<file path="config.mk">
export PLATFORM = sky130hd
export DESIGN_NAME = pbfa_ctrl
export DESIGN_NICKNAME = d
export VERILOG_FILES = /design/src/hw/rtl/pbfa_pkg.sv /design/src/hw/rtl/pbfa_ctrl.sv
export SDC_FILE = /design/constraint.sdc
export NUM_CORES = 1
export LEC_CHECK = 0
export BUFFER_PORTS_ARGS = -buffer_cell sky130_fd_sc_hd__buf_4
export CORE_UTILIZATION = 45
export DETAILED_ROUTE_END_ITERATION = 7
export HOLD_SLACK_MARGIN = 0.12
export PLACE_DENSITY = 0.71
export SYNTH_ARGS = -nofsm -noshare
export SYNTH_HDL_FRONTEND = slang
export SYNTH_SLANG_ARGS = --single-unit
</file>
<file path="constraint.sdc">
create_clock -name i_clk -period 2.6 [get_ports i_clk]
set_clock_uncertainty 0.2 [all_clocks]
set_input_delay 0.13 -clock i_clk [delete_from_list [all_inputs] [get_ports i_clk]]
set_output_delay 0.13 -clock i_clk [all_outputs]
set_load 0.05 [all_outputs]
</file>
<file path="src/hw/rtl/pbfa_pkg.sv">
// shared types, codes and constants of the packed bit-field array
`timescale 1ns / 1ps
package pbfa_pkg;

    localparam int STORE_BYTES_DEF = 1024;
    localparam int MAX_WIDTH_DEF   = 32;

    localparam int DATA_W = 32;
    localparam int REQ_W  = 4;
    localparam int IDX_W  = 13;
    localparam int CNT_W  = 14;
    localparam int EW_W   = 6;
    localparam int UB_W   = 11;
    localparam int STAT_W = 2;

    localparam logic [REQ_W-1:0] REQ_GET  = 4'd0;
    localparam logic [REQ_W-1:0] REQ_SET  = 4'd1;
    localparam logic [REQ_W-1:0] REQ_ADD  = 4'd2;
    localparam logic [REQ_W-1:0] REQ_SUB  = 4'd3;
    localparam logic [REQ_W-1:0] REQ_MUL  = 4'd4;
    localparam logic [REQ_W-1:0] REQ_DIV  = 4'd5;
    localparam logic [REQ_W-1:0] REQ_MOD  = 4'd6;
    localparam logic [REQ_W-1:0] REQ_INC  = 4'd7;
    localparam logic [REQ_W-1:0] REQ_DEC  = 4'd8;
    localparam logic [REQ_W-1:0] REQ_FILL = 4'd9;

    localparam logic CFG_WIDTH = 1'b0;
    localparam logic CFG_USED  = 1'b1;

    typedef enum logic [STAT_W-1:0] {
        ST_OK   = 2'd0,
        ST_OOB  = 2'd1,
        ST_DIVZ = 2'd2
    } t_stat;

    typedef struct packed {
        logic load_req;
        logic div_start;
        logic div_cnt;
        logic cnt_load;
        logic set_oob;
        logic set_fill;
        logic fill_init;
        logic fill_next;
        logic rd_hi;
        logic cap_lo;
        logic cap_hi;
        logic ext;
        logic op_exec;
        logic div_load;
        logic wr_en;
        logic wr_hi;
        logic out_load;
        logic clr_wr;
    } t_cmd;

    typedef struct packed {
        logic is_fill;
        logic oob;
        logic cnt_zero;
        logic fill_last;
        logic is_div;
        logic opv_zero;
        logic div_done;
        logic clr_last;
        logic out_free;
    } t_sts;

endpackage

</file>
<file path="src/hw/rtl/pbfa_ctrl.sv">
// controller state machine sequencing each request over the datapath
`timescale 1ns / 1ps
module pbfa_ctrl (
    input  logic           i_clk,
    input  logic           i_rst_n,
    input  logic           i_cfg_wr_en,
    input  logic           i_in_valid,
    output logic           o_in_ready,
    input  pbfa_pkg::t_sts i_sts,
    output pbfa_pkg::t_cmd o_cmd
);
    typedef enum logic [13:0] {
        S_CLR  = 14'b00000000000001,
        S_IDLE = 14'b00000000000010,
        S_CNTW = 14'b00000000000100,
        S_CHK  = 14'b00000000001000,
        S_RD0  = 14'b00000000010000,
        S_RD1  = 14'b00000000100000,
        S_CAP  = 14'b00000001000000,
        S_EXT  = 14'b00000010000000,
        S_OP   = 14'b00000100000000,
        S_DIVW = 14'b00001000000000,
        S_WR0  = 14'b00010000000000,
        S_WR1  = 14'b00100000000000,
        S_DONE = 14'b01000000000000,
        S_SPR  = 14'b10000000000000
    } t_state;

    t_state r_state;
    t_state n_state;
    logic   r_dirty;
    logic   accept;

    assign accept     = (r_state == S_IDLE) & i_in_valid;
    assign o_in_ready = r_state == S_IDLE;

    always_comb begin
        n_state = r_state;
        o_cmd   = '0;
        case (r_state)
            S_CLR: begin
                o_cmd.clr_wr = 1'b1;
                if (i_sts.clr_last) begin
                    n_state = S_IDLE;
                end
            end
            S_IDLE: begin
                if (accept) begin
                    o_cmd.load_req = 1'b1;
                    if (r_dirty) begin
                        o_cmd.div_start = 1'b1;
                        o_cmd.div_cnt   = 1'b1;
                        n_state         = S_CNTW;
                    end else begin
                        n_state = S_CHK;
                    end
                end
            end
            S_CNTW: begin
                if (i_sts.div_done) begin
                    o_cmd.cnt_load = 1'b1;
                    n_state        = S_CHK;
                end
            end
            S_CHK: begin
                if (i_sts.is_fill) begin
                    if (i_sts.cnt_zero) begin
                        o_cmd.set_fill = 1'b1;
                        n_state        = S_DONE;
                    end else begin
                        o_cmd.fill_init = 1'b1;
                        n_state         = S_RD0;
                    end
                end else if (i_sts.oob) begin
                    o_cmd.set_oob = 1'b1;
                    n_state       = S_DONE;
                end else begin
                    n_state = S_RD0;
                end
            end
            S_RD0: n_state = S_RD1;
            S_RD1: begin
                o_cmd.cap_lo = 1'b1;
                o_cmd.rd_hi  = 1'b1;
                n_state      = S_CAP;
            end
            S_CAP: begin
                o_cmd.cap_hi = 1'b1;
                n_state      = S_EXT;
            end
            S_EXT: begin
                o_cmd.ext = 1'b1;
                n_state   = S_OP;
            end
            S_OP: begin
                o_cmd.op_exec = 1'b1;
                if (i_sts.is_div && !i_sts.opv_zero) begin
                    o_cmd.div_start = 1'b1;
                    n_state         = S_DIVW;
                end else begin
                    n_state = S_WR0;
                end
            end
            S_DIVW: begin
                if (i_sts.div_done) begin
                    o_cmd.div_load = 1'b1;
                    n_state        = S_WR0;
                end
            end
            S_WR0: begin
                o_cmd.wr_en = 1'b1;
                n_state     = S_WR1;
            end
            S_WR1: begin
                o_cmd.wr_en = 1'b1;
                o_cmd.wr_hi = 1'b1;
                if (i_sts.is_fill && !i_sts.fill_last) begin
                    o_cmd.fill_next = 1'b1;
                    n_state         = S_RD0;
                end else begin
                    n_state = S_DONE;
                end
            end
            S_DONE: begin
                if (i_sts.out_free) begin
                    o_cmd.out_load = 1'b1;
                    n_state        = S_IDLE;
                end
            end
            S_SPR:   n_state = S_IDLE;
            default: n_state = S_IDLE;
        endcase
    end

    always_ff @(posedge i_clk) begin
        if (!i_rst_n) begin
            r_state <= S_CLR;
            r_dirty <= 1'b1;
        end else begin
            r_state <= n_state;
            if (i_cfg_wr_en) begin
                r_dirty <= 1'b1;
            end else if (o_cmd.cnt_load) begin
                r_dirty <= 1'b0;
            end
        end
    end

    // the element count must be fresh before any range check
    a_cnt_fresh: assert property (@(posedge i_clk) disable iff (!i_rst_n)
        (r_state == S_CHK) |-> !r_dirty)
        else $error("range check with stale element count");

    // a result is never loaded over one still waiting
    a_out_free: assert property (@(posedge i_clk) disable iff (!i_rst_n)
        o_cmd.out_load |-> i_sts.out_free)
        else $error("result register overwritten");

    // no store write while the divider result is pending
    a_div_wr: assert property (@(posedge i_clk) disable iff (!i_rst_n)
        (r_state == S_DIVW) |-> !o_cmd.wr_en)
        else $error("store written during divide");
endmodule

</file>
# Word level (Yosys, flattened, before mapping)
# Cells that the tools add are included.
[word_totals]
register_bits = 15
input_bits = 13
out_inout_bits = 19
wordCells = 67
[op_classes]
eq_ne = 18
mux = 38
n_bitwise = 2
reduce_logical = 7
[op_table]
columns = ["op", "count"]
rows = [
  ["$pmux W14 S13", 1],
  ["$mux W14", 6],
  ["$mux W13", 3],
  ["$mux W1", 20],
  ["$eq A14 B1 Y1 const B", 1],
  ["$eq A14 B10 Y1 const B", 1],
  ["$eq A14 B11 Y1 const B", 1],
  ["$eq A14 B12 Y1 const B", 1],
  ["$eq A14 B13 Y1 const B", 1],
  ["$eq A14 B2 Y1 const B", 1],
  ["$eq A14 B3 Y1 const B", 1],
  ["$eq A14 B4 Y1 const B", 1],
  ["$eq A14 B5 Y1 const B", 1],
  ["$eq A14 B6 Y1 const B", 1],
  ["$eq A14 B7 Y1 const B", 1],
  ["$eq A14 B8 Y1 const B", 1],
  ["$eq A14 B9 Y1 const B", 1],
  ["$mux W11", 1],
  ["$ne A2 B2 Y1 const B", 4],
  ["$mux W2", 3],
  ["$mux W3", 2],
  ["$reduce_and A5 Y1", 1],
  ["$mux W4", 1],
  ["$reduce_or A2 Y1", 2],
  ["other kinds (6)", 8],
]

# Longest topological paths before layout
[depth]
depth_word = 4
ltp_mapped = 8

# Worst setup path before layout
# OpenSTA, ideal clock, no wires.
[synth_path]
path_kind = "register to output"
start = "register r_state[5]"
end = "output o_cmd[16] (netlist name)"
arrival_ns = 2.769
required_time_ns = 2.270
path_slack_ns = -0.499
stages_incl_launch_ff = 7
n_path_buf = 2
path_cell_list = "dfxtp_1 -> buf_2 -> or4_1 -> buf_2 -> nor3_1 -> nand2_1 -> nand2_1"
[synth_rtl]
columns = ["item", "line_no", "rtl"]
rows = [
  ["start: declaration", "pbfa_ctrl.sv:29", "t_state r_state;"],
  ["start signal: assignment", "pbfa_ctrl.sv:140", "r_state <= n_state;"],
  ["end: declaration", "pbfa_ctrl.sv:10", "output pbfa_pkg::t_cmd o_cmd"],
]

==> results.txt <==
Setup-failing EPs final -> 0
outcome -> complete, no violations
Synth Area in Adders -> 0%
critical path class -> register to primary output
main combinational cell family by area after synthesis -> simple AND/OR/NAND/NOR gates
clk_lat worst skew -> 290 ps
die area -> 2690 sq um
Post-DP Area -> 1370 sq um
MaxCap Viol Count -> 0
Num CTS Buffers -> 3
CP Launch Type -> register
CTS tree -> done
fillcell total -> 189
commonest non-fill, non-tap cell in the layout -> buf_4
Cell Rows -> 17
pwr/cell area -> 337 nW/um^2
die width -> 51.9 um
CP Max Fanout -> 6
grt ovf -> 0
share of cells above drive strength 1 -> 31.1%
fmax -> 401 MHz
worst-margin pin slew -> 459 ps
initial antenna violation count -> 0
H-tree levels -> 1
Finished Cell Area -> 1570 sq um
Synth async-reset ratio -> 0%
Post-synth EDFFs -> 0
drt drc -> 0
first-pass GRT wire length -> 5.17 mm
Bufs on Longest Clock Path -> 2
Syn Inst Count -> 147
Main synth FF type -> dfxtp_1
vias per cell -> 6.08
Worst EP required -> 2270 ps
Final #Nets -> 204
Post-Synth XOR/XNOR Area -> 3.91%
Tightest Hold Check Type -> primary input to register
vias in the first global route -> 1189
All-Layer GR Usage -> 25.8%
largest net degree at the start of global routing -> 11
leading area contributor after synthesis -> dfxtp_1
Synth Warn # -> 0
commonest cells after routing, fill and taps aside -> 37 x buf_4, 17 x nor2_1, 12 x dlygate4sd3_1
sequential share of the synthesized area -> 25.1%
Die Y-Extent -> 51.9 um
wire per inst -> 15.3 um
CTS clk-pin slew, worst paths -> 100 ps
CP cell instances -> nor4_4 -> nand3_1 -> nor4b_4 -> and2_1 -> buf_4
leakage -> 0.677 nW
DR iter-0 viols -> 63
post-synthesis cell area -> 1120 sq um
Min Clock Period, post-route -> 2500 ps
IO Count -> 32
area share of the leading cell type in the synthesized netlist -> 25.1%
Netlist cell types -> 45
Placer Congestion -> 0.979
Post-Layout Cell Count -> 218
via count -> 1326
clock sink count -> 14
root buf cell -> clkbuf_4
hpwl dp -> 2.27 mm
core box area -> 2280 sq um
top post-synthesis cells by area -> dfxtp_1 25%, nor2_1 6.0%, nor4_1 5.0%
post-synthesis compound-gate area fraction -> 13.2%
VDD IR max -> 0.000306 V
Final Hold Viols -> 0
IO Port Bufs -> 31
simple-gate share of the synthesized area -> 47.3%
Placed Cells -> 198
# diodes -> 0
Crit path max-delay family -> simple AND/OR/NAND/NOR gates
total wire length -> 3.34 mm
Starting Density -> 49.1%
Buf/Inv on CP -> 1
Slew headroom -> 69.0%
CP max stage delay -> 450 ps
crit end category -> primary output
max-slew violations -> 0
CP max stage cell -> nor4_4
post-synthesis register bit count -> 14
antenna viol nets, final -> 0
drt pass-1 iters -> 4
area grow syn2layout -> 40.3%
Avg Cell Area, Syn -> 7.61 sq um
fin crit share -> 96.0%
setup TNS -> 0 ps
CP arrival -> 2170 ps
syn nets -> 160
mux cell area share after synthesis -> 1.79%
==> registers in the layout, summed over array words and instances, names as in the netlist <==
signal	flops
r_state	13
r_dirty	1
==> routing by layer <==
| metal | track usage (%) | vias to the layer above | wire, um |
|---|---|---|---|
| met1 | 32.9 | 621 | 1430 |
| met3 | 4.39 | 11 | 262 |
| met5 | 0 | - | 0 |
| li1 | - | 620 | - |
| met2 | 43.8 | 74 | 1550 |
| met4 | 7.66 | 0 | 98 |
==> synth_stat cells, types with 2 or more instances <==
cell type  number
a21oi_1         3
a31o_1          2
and2_1          3
and3_1          2
and4_1          2
buf_2           6
clkbuf_1        2
dfxtp_1        14
inv_1           9
mux2i_1         2
nand2_1        10
nand2b_1        5
nand3_1         5
nand4_1         4
nor2_1         18
nor2b_1         3
nor3_1          5
nor3b_1         2
nor4_1          9
nor4_4          2
nor4b_1         3
o21a_1          2
o21ai_0         6
o31ai_1         2
or4_1           2
or4b_1          2
xor2_1          4
==> cells by family (layout without fill, tap and decap cells) <==
| logic type | after synthesis | count (layout) |
|---|---|---|
| compound gates | 21 | 21 |
| xor+xnor | 5 | 5 |
| buf+inv | 20 | 63 |
| flops | 14 | 14 |
| mux | 2 | 2 |
| simple gates | 85 | 85 |
==> stage by stage <==
stage                     power, mW  setup WS (ps)  util, %  hold slack, ps
after floorplan               0.310           -226        -           -8.06
after global placement        0.342            403     60.1             123
after detailed placement      0.344            399     60.1             131
after CTS                     0.521           69.5     67.0             128
after global routing          0.555          -28.7     68.9             152
final                         0.528            104     68.9             131
==> path summary, 6_finish.rpt <==
kind | from | to | slack (ps) | depth (start not counted)
max | r_state[7]$_SDFFE_PN0P_ | o_cmd[10] | 100 | 5
min | i_sts[6] | r_state[4]$_SDFFE_PN0P_ | 130 | 4
max reg2reg | r_state[2]$_SDFFE_PN0P_ | r_state[0]$_SDFFE_PN1P_ | 120 | 4
min reg2reg | r_state[10]$_SDFFE_PN0P_ | r_state[11]$_SDFFE_PN0P_ | 340 | 2
==> timing repair <==
action / in CTS / in global routing
gates resized for setup: 0 / 6
setup endpoints to repair: 0 / 9
setup buffers: 0 / 4
hold buffers: 12 / 0
endpoints found under the hold margin: 13 / 0
==> report_power, final <==
part / total [mW] / internal, mW / switching, mW / leakage, nW
logic: 0.133 / 0.0589 / 0.0743 / 0.541
registers: 0.229 / 0.218 / 0.0106 / 0.115
clock network: 0.166 / 0.0853 / 0.0807 / 0.0210
==> tightest hold or removal path: stages <==
cell and delay (ps):
buf_4 90, mux2i_1 70, nor2b_1 130, o21a_1 170
==> cell type report <==
cell class              count  area (sq um)  share of cell area [%]
multi-input cells         113           778                    49.6
repair buffers             49           398                    25.4
flip-flops and latches     14           284                    18.1
inverters                  10          37.5                    2.39
clock buffers               4          36.3                    2.31
well taps                  28          35.0                    2.23
Power figures use the tool's default switching activity.
